File: config.mk
export PLATFORM = sky130hd
export DESIGN_NAME = chm_ctrl
export DESIGN_NICKNAME = d
export VERILOG_FILES = /design/src/sv/chm_pkg.sv /design/src/sv/chm_ctrl.sv
export SDC_FILE = /design/constraint.sdc
export NUM_CORES = 1
export LEC_CHECK = 0
export BUFFER_PORTS_ARGS = -buffer_cell sky130_fd_sc_hd__clkbuf_2
export CAP_MARGIN = 5
export CORE_AREA = 4 4 41 43
export CTS_CLUSTER_SIZE = 30
export DETAILED_ROUTE_END_ITERATION = 8
export DIE_AREA = 0 0 45 47
export PLACE_DENSITY = 0.7
export SLEW_MARGIN = 15
export SYNTH_ARGS = -nofsm -noshare
export SYNTH_HDL_FRONTEND = slang
export SYNTH_SLANG_ARGS = --single-unit
File: constraint.sdc
create_clock -name clk_i -period 1.66 [get_ports clk_i]
set_input_delay 0.166 -clock clk_i [delete_from_list [all_inputs] [get_ports clk_i]]
set_output_delay 0.166 -clock clk_i [all_outputs]
set_load 0.05 [all_outputs]
File: src/sv/chm_pkg.sv
`default_nettype none
// ----------------------------------------------------------------------------
// chm_pkg
// Shared constants, codes and the controller/datapath interface types of the
// chained hash map.
// ----------------------------------------------------------------------------
package chm_pkg;

  localparam int unsigned CapacityDef       = 1024;
  localparam int unsigned MaxBucketsDef     = 2048;
  localparam int unsigned InitialBucketsDef = 8;
  localparam int unsigned KeyWidthDef       = 44;
  localparam int unsigned ValueWidthDef     = 32;

  typedef enum logic [1:0] {
    CMD_INSERT = 2'd0,
    CMD_ERASE  = 2'd1,
    CMD_FIND   = 2'd2,
    CMD_NONE   = 2'd3
  } chm_cmd_e;

  typedef enum logic [4:0] {
    OP_NONE,
    OP_CLEAR,
    OP_START,
    OP_HEAD,
    OP_STEP,
    OP_FIND_HIT,
    OP_REPLACE,
    OP_UNLINK,
    OP_RELEASE,
    OP_FREE_RD,
    OP_LINK_FREE,
    OP_LINK_FRESH,
    OP_FULL,
    OP_CHECK,
    OP_GROW_HEAD,
    OP_GROW_NODE,
    OP_GROW_WB0,
    OP_GROW_WB1
  } chm_op_e;

  typedef enum logic [3:0] {
    ST_CLEAR,
    ST_IDLE,
    ST_HEAD,
    ST_WALK,
    ST_LINK_FREE,
    ST_RELEASE,
    ST_CHECK,
    ST_GROW_HEAD,
    ST_GROW_NODE,
    ST_GROW_WB0,
    ST_GROW_WB1,
    ST_DONE
  } chm_state_e;

  typedef struct packed {
    chm_cmd_e cmd;
    logic     cur_nil;
    logic     key_match;
    logic     free_avail;
    logic     fresh_avail;
    logic     grow_need;
    logic     head_nil;
    logic     link_nil;
    logic     grow_last;
    logic     clr_last;
  } chm_stat_t;

endpackage
`default_nettype wire

File: src/sv/chm_ctrl.sv
`default_nettype none
// ----------------------------------------------------------------------------
// chm_ctrl
// Controller of the chained hash map: sequences the bucket clear, the chain
// walk, the insert and erase updates and the rehash.
// ----------------------------------------------------------------------------
module chm_ctrl (
  input  logic               clk_i,
  input  logic               rst_ni,
  input  logic               start,
  output logic               busy,
  output logic               done_o,
  output chm_pkg::chm_op_e   op_o,
  input  chm_pkg::chm_stat_t stat_i
);
  import chm_pkg::*;

  chm_state_e state_q, state_d;
  logic       hit;

  assign hit = !stat_i.cur_nil && stat_i.key_match;

  always_comb begin
    state_d = state_q;
    unique case (state_q)
      ST_CLEAR:     if (stat_i.clr_last) state_d = ST_IDLE;
      ST_IDLE:      if (start) state_d = ST_HEAD;
      ST_HEAD:      state_d = ST_WALK;
      ST_WALK: begin
        if (hit) begin
          unique case (stat_i.cmd)
            CMD_INSERT: state_d = ST_CHECK;
            CMD_ERASE:  state_d = ST_RELEASE;
            CMD_FIND:   state_d = ST_DONE;
            CMD_NONE:   state_d = ST_DONE;
          endcase
        end else if (!stat_i.cur_nil) begin
          state_d = ST_WALK;
        end else if (stat_i.cmd == CMD_INSERT) begin
          priority if (stat_i.free_avail) state_d = ST_LINK_FREE;
          else if (stat_i.fresh_avail)    state_d = ST_CHECK;
          else                            state_d = ST_DONE;
        end else begin
          state_d = ST_DONE;
        end
      end
      ST_LINK_FREE: state_d = ST_CHECK;
      ST_RELEASE:   state_d = ST_DONE;
      ST_CHECK:     state_d = stat_i.grow_need ? ST_GROW_HEAD : ST_DONE;
      ST_GROW_HEAD: state_d = stat_i.head_nil ? ST_GROW_WB0 : ST_GROW_NODE;
      ST_GROW_NODE: if (stat_i.link_nil) state_d = ST_GROW_WB0;
      ST_GROW_WB0:  state_d = ST_GROW_WB1;
      ST_GROW_WB1:  state_d = stat_i.grow_last ? ST_DONE : ST_GROW_HEAD;
      ST_DONE:      state_d = ST_IDLE;
      default:      state_d = ST_IDLE;
    endcase
  end

  always_comb begin
    op_o   = OP_NONE;
    busy   = (state_q != ST_IDLE);
    done_o = (state_q == ST_DONE);
    unique case (state_q)
      ST_CLEAR:     op_o = OP_CLEAR;
      ST_IDLE:      if (start) op_o = OP_START;
      ST_HEAD:      op_o = OP_HEAD;
      ST_WALK: begin
        if (hit) begin
          unique case (stat_i.cmd)
            CMD_INSERT: op_o = OP_REPLACE;
            CMD_ERASE:  op_o = OP_UNLINK;
            CMD_FIND:   op_o = OP_FIND_HIT;
            CMD_NONE:   op_o = OP_NONE;
          endcase
        end else if (!stat_i.cur_nil) begin
          op_o = OP_STEP;
        end else if (stat_i.cmd == CMD_INSERT) begin
          priority if (stat_i.free_avail) op_o = OP_FREE_RD;
          else if (stat_i.fresh_avail)    op_o = OP_LINK_FRESH;
          else                            op_o = OP_FULL;
        end
      end
      ST_LINK_FREE: op_o = OP_LINK_FREE;
      ST_RELEASE:   op_o = OP_RELEASE;
      ST_CHECK:     op_o = OP_CHECK;
      ST_GROW_HEAD: op_o = OP_GROW_HEAD;
      ST_GROW_NODE: op_o = OP_GROW_NODE;
      ST_GROW_WB0:  op_o = OP_GROW_WB0;
      ST_GROW_WB1:  op_o = OP_GROW_WB1;
      ST_DONE:      op_o = OP_NONE;
      default:      op_o = OP_NONE;
    endcase
  end

  always_ff @(posedge clk_i or negedge rst_ni) begin
    if (!rst_ni) begin
      state_q <= ST_CLEAR;
    end else begin
      state_q <= state_d;
    end
  end

endmodule
`default_nettype wire
### Yosys cells after proc, flatten, opt, wreduce, memory -nomap -nowiden

Cells that the tools add are included.

* latch bits: 0
* memory bits (writable): 0
* memory bits (read-only): 0
* bits in registers: 4
* memories kept: 0
* output and inout port bits: 7

* $mul: 0
* mux-type cells: 21
* divide/modulo/power cells: 0
* equal/unequal tests: 18
* add/subtract/negate cells: 0
* shifts and indexed selects: 0
* bitwise gates (word level): 0
* reductions and logical operators: 6
* magnitude comparators: 0

Operators by type and width (count)
* one-hot mux 5 bit (11 select lines): 1
* 2-to-1 mux 4 bit: 12
* one-hot mux 4 bit (11 select lines): 1
* one-hot mux 5 bit (4 select lines): 1
* equality test 4 x 3 -> 1 bit, second input constant: 4
* equality test 4 bit, second input constant: 4
* one-hot mux 4 bit (3 select lines): 1
* equality test 4 x 2 -> 1 bit, second input constant: 2
* 2-to-1 mux 3 bit: 2
* inequality test 2 bit, second input constant: 3
* 2-to-1 mux 5 bit: 1
* equality test 2 bit, second input constant: 2
* equality test 4 x 1 -> 1 bit, second input constant: 1
* logical NOT 4 bit: 1
* inequality test 4 x 1 -> 1 bit, second input constant: 1
* AND reduction 3 bit: 1
* equality test 2 x 1 -> 1 bit, second input constant: 1
* logical NOT 2 bit: 1
* 2-to-1 mux 2 bit: 1
* OR reduction 2 bit: 1
* logical AND 1 bit: 1
* logical NOT 1 bit: 1
* 2-to-1 mux 1 bit: 1

### Depth between registers and ports, before layout

* word-level depth: 6
* mapped depth: 6
* mapped depth without buffers: 6

### Worst setup path after synthesis

Ideal clock, no wire load.

* kind: reg2out
* start: reg state_q[3]
* end: out op_o[0]
* arrival: 1.959 ns
* cell stages (with the launch flop): 4
* setup slack: -0.465 ns
* path through: dfrtp_1 clkbuf_1 nand2b_1 o31ai_1

* cells in the longest elaborated chain, start to end: 2
* elaborated cells on any way between the ends: 12
* classes of those cells: 10 x eq/ne; 1 x mux; 1 x reduce/logical

RTL lines
* start: declaration: line chm_ctrl.sv:18 `chm_state_e state_q, state_d;`
* start signal: assignment: line chm_ctrl.sv:99 `state_q <= state_d;`
* equality test 4 bit, or another cell as far along: line chm_ctrl.sv:63 `unique case (state_q)`
* one-hot mux 5 bit (11 select lines) *: line chm_ctrl.sv:63
* end: declaration: line chm_ctrl.sv:13 `output chm_pkg::chm_op_e op_o,`

Every way passes the cells marked *; elsewhere a longest branch is shown, timed or not.

### Worst setup path after layout

* start: reg state_q[0]
* end: out op_o[1]

The elaborated chain is that of the path after synthesis.

==> impl_metrics.sql <==
INSERT INTO impl_metrics (metric_group, metric, value, unit) VALUES
('timing', 'final.period_utilization', '1.01', ''),
('cells_and_area', 'layout-drive-gt1-share', '0.402', ''),
('grt', 'grt.total_usage', '0.175', ''),
('floorplan', 'io-pin-count', '21', ''),
('pwr', 'power_density_normalized_to_cell_area', '2150', 'mW/mm^2'),
('grt', 'maximum_number_of_pins_on_one_net_before_global_route_repair', '16', ''),
('grt', 'first_pass_grt_wire_length', '2820', 'microns'),
('cells_and_area', 'top_regs', 'state_q x4', ''),
('synth', 'syn_nets', '104', ''),
('cts', 'worstSkewPairLatency', '0.22', 'ns'),
('setup_path', 'crit_path_end_kind', 'output pin', ''),
('cts', 'clk_transition_reported_paths', '0.04', 'ns'),
('setup_path', 'worst_setup_path_start_kind', 'flop', ''),
('pwr', 'leakagePower', '0.428', 'nW'),
('floorplan', 'floorplan.rows', '13', ''),
('cts', 'cts-root-buf', 'clkbuf_4', ''),
('routing', 'routed_vias_inst', '5.80', ''),
('setup_path', 'cp_data_arrival_time', '1.52', 'ns'),
('synth', 'ys_types', '35', ''),
('floorplan', 'core_area', '0.00130', 'sq mm'),
('placement', 'globalplace.congestion', '0.852', ''),
('cells_and_area', 'n_antenna_cell', '0', ''),
('status', 'violations', 'negative setup slack', ''),
('cells_and_area', 'final-seq-area', '104', 'sq um'),
('synth', 'syn_inst', '84', ''),
('cts', 'cts_sinks', '4', ''),
('synth', 'yosysWarningCount', '0', ''),
('floorplan', 'vertical_die_dimension', '47', 'microns'),
('floorplan', 'floorplan.initialDensity', '0.471', ''),
('timing', 'relSlewSlack', '0.759', ''),
('grt', 'grt_antenna_before_repair', '0', ''),
('status', 'run_status', 'finished, violations left', ''),
('cts', 'tritoncts.num_buffers', '3', ''),
('synth', 'syn_area', '613', 'sq um'),
('cells_and_area', 'largest-register', 'state_q', ''),
('placement', 'placement.io_buffers', '20', ''),
('timing', 'final-max-slew-violation-count', '0', ''),
('synth', 'synth.yosys.seq_area_share', '0.163', ''),
('floorplan', 'die-area', '0.00212', 'sq mm'),
('cells_and_area', 'layout.cell_area.non_filler', '896', 'sq um'),
('cells_and_area', 'largest_register_ffs', '4', ''),
('cells_and_area', 'filler_cell_count', '115', ''),
('setup_path', 'worst-path-max-fanout', '6', ''),
('setup_path', 'rrSetupSlack', '0.06', 'ns'),
('cells_and_area', 'multi_input_area', '470', 'sq um'),
('cells_and_area', 'final_util', '0.688', ''),
('routing', 'wl', '1770', 'microns'),
('timing', 'final_sum_of_negative_setup_slack', '-0.0239', 'ns'),
('cells_and_area', 'layoutNonFillerInstCount', '132', ''),
('timing', 'final.setup_skew', '0.00386', 'ns'),
('timing', 'worst_slew_pin_slew', '0.352', 'ns'),
('placement', 'dp_cells', '121', ''),
('setup_path', 'path_class', 'flop to output pin', ''),
('worst_hold_path', 'timing.hold.worst.class', 'input pin to async pin', ''),
('placement', 'hpwlAfterDp', '1330', 'microns'),
('pwr', 'vdd_drop_max', '1030', 'uV'),
('timing', 'finalWorstPathRequiredPeriod', '1.68', 'ns'),
('routing', 'detailedRoute.firstIterationViolations', '28', ''),
('cts', 'htree_levels', '1', ''),
('timing', 'finalSetupViolCount', '1', ''),
('routing', 'via_count', '766', ''),
('timing', 'grt_setup_unrepaired', 'yes', ''),
('grt', 'gr-total-overflow', '0', ''),
('routing', 'ant_nets', '0', ''),
('routing', 'wire_per_inst', '13.4', 'microns'),
('setup_path', 'cp.required', '1.49', 'ns'),
('setup_path', 'r2r_cells', '5', ''),
('cts', 'bufs_on_longest_clock_path', '2', ''),
('cts', 'cts_tree', 'done', ''),
('synth', 'post_synth.cell_area_avg', '7.30', 'sq um'),
('routing', 'route.detailed.drc', '0', ''),
('cells_and_area', 'syn2layout_area_growth', '46.1', '%'),
('grt', 'vias_in_the_first_global_route', '698', ''),
('synth', 'synth_seq_cells', '4', ''),
('placement', 'preCtsSetupSlack', '0.0101', 'ns'),
('timing', 'maxClockFrequency', '594', 'MHz'),
('routing', 'first_pass_drt_iterations', '4', ''),
('job', 'drv_cap', '0', ''),
('timing', 'timing.final.ws_setup', '-0.0239', 'ns'),
('cells_and_area', 'num-nets-final', '139', ''),
('timing', 'report.final.hold_viol_count', '0', ''),
('placement', 'placement_cell_area', '769', 'sq um'),
('floorplan', 'fp.dieW', '45', 'microns');
==> routing by layer <==
metal / track usage / vias up / share of wire
met3: 0.0345 / 2 / 0.079
met4: 0.0526 / 0 / 0.011
met2: 0.314 / 37 / 0.51
li1: - / 376 / -
met1: 0.211 / 351 / 0.40
met5: 0 / - / 0
==> cells in the mapped netlist (all sizes together) <==
| master | count | share of area |
|---|---|---|
| nor3b | 1 | 0.012 |
| a2111oi | 1 | 0.014 |
| a221oi | 1 | 0.014 |
| nor2 | 6 | 0.037 |
| nand4 | 1 | 0.010 |
| o21a | 1 | 0.012 |
| ha | 6 | 0.12 |
| inv | 7 | 0.043 |
| o32a | 1 | 0.016 |
| clkbuf | 1 | 0.0061 |
| nor3 | 4 | 0.033 |
| dfrtp | 4 | 0.16 |
| nand3b | 1 | 0.012 |
| o211a | 1 | 0.016 |
| a21oi | 8 | 0.065 |
| nand2b | 3 | 0.031 |
| or3b | 2 | 0.029 |
| buf | 5 | 0.045 |
| a41oi | 2 | 0.029 |
| nand2 | 6 | 0.037 |
| o221ai | 1 | 0.014 |
| a211oi | 1 | 0.020 |
| o31ai | 2 | 0.024 |
| xnor2 | 1 | 0.014 |
| nor4 | 1 | 0.010 |
| nor2b | 3 | 0.035 |
| xor2 | 1 | 0.014 |
| o211ai | 1 | 0.012 |
| o21ai | 7 | 0.057 |
| a31oi | 1 | 0.010 |
| nand3 | 1 | 0.0082 |
| a221o | 2 | 0.033 |
==> layout by cell type, fill, tap and decap left out, types with 2 or more instances in the layout <==
cell / count
a21oi_1: 7
a221o_1: 2
a41oi_1: 2
buf_4: 14
buf_6: 4
clkbuf_2: 16
clkbuf_4: 3
dfrtp_2: 3
ha_1: 5
inv_1: 7
nand2_1: 6
nand2b_1: 3
nor2_1: 6
nor2b_1: 2
nor3_1: 4
o21ai_0: 4
o21ai_1: 2
or3b_1: 2
==> path summary, 6_finish.rpt <==
path | to | start
worst max-delay path | op_o[1] | state_q[0]
min in group clk_i | state_q[0] | stat_i[0]
max in group asynchronous | state_q[0] | rst_ni
worst max register to register | state_q[0] | state_q[0]
worst min-delay path | state_q[2] | rst_ni
worst min register to register | state_q[1] | state_q[2]
==> where the power goes <==
group	total [mW]	leakage, nW	internal [mW]	switching [mW]
logic	1.55	0.368	0.667	0.883
clock network	0.113	0.0138	0.0804	0.0326
registers	0.259	0.0453	0.154	0.106
==> critical path, stage by stage (launching register included) <==
cell      delay, ns
dfrtp_2        0.44
inv_1          0.12
a21oi_2        0.07
a221o_1        0.33
o211ai_1       0.11
clkbuf_8       0.22
==> cells by family after synthesis <==
family          Yosys count  synth area share
compound gates           30             0.339
xor+xnor                  2            0.0286
fa+ha+maj                 6             0.122
buf+inv                  13            0.0939
flops                     4             0.163
simple gates             29             0.253
==> timing repair <==
action / in CTS / in global routing
resized for setup: 8 / 11
pin swaps: 1 / 1
hold buffers: 1 / 0
cloned: 0 / 0
hold endpoints to repair: 4 / 0
setup buffers: 1 / 6
setup endpoints to repair: 5 / 6
==> cell type report <==
cell class / instances / area share
Multi-Input combinational cell: 67 / 0.525
Inverter: 7 / 0.0293
Timing Repair Buffer: 36 / 0.284
Sequential cell: 4 / 0.116
Tap cell: 15 / 0.0209
Clock buffer: 3 / 0.0251
==> stage by stage <==
step,hold slack [ns],power [mW]
after floorplan,-0.130,1.21
after global placement,-0.0259,1.53
after detailed placement,-0.0267,1.54
after CTS,0.289,1.75
after global routing,0.305,2.05
final,0.285,1.92
Note: power is estimated with default switching activity, not from simulation.
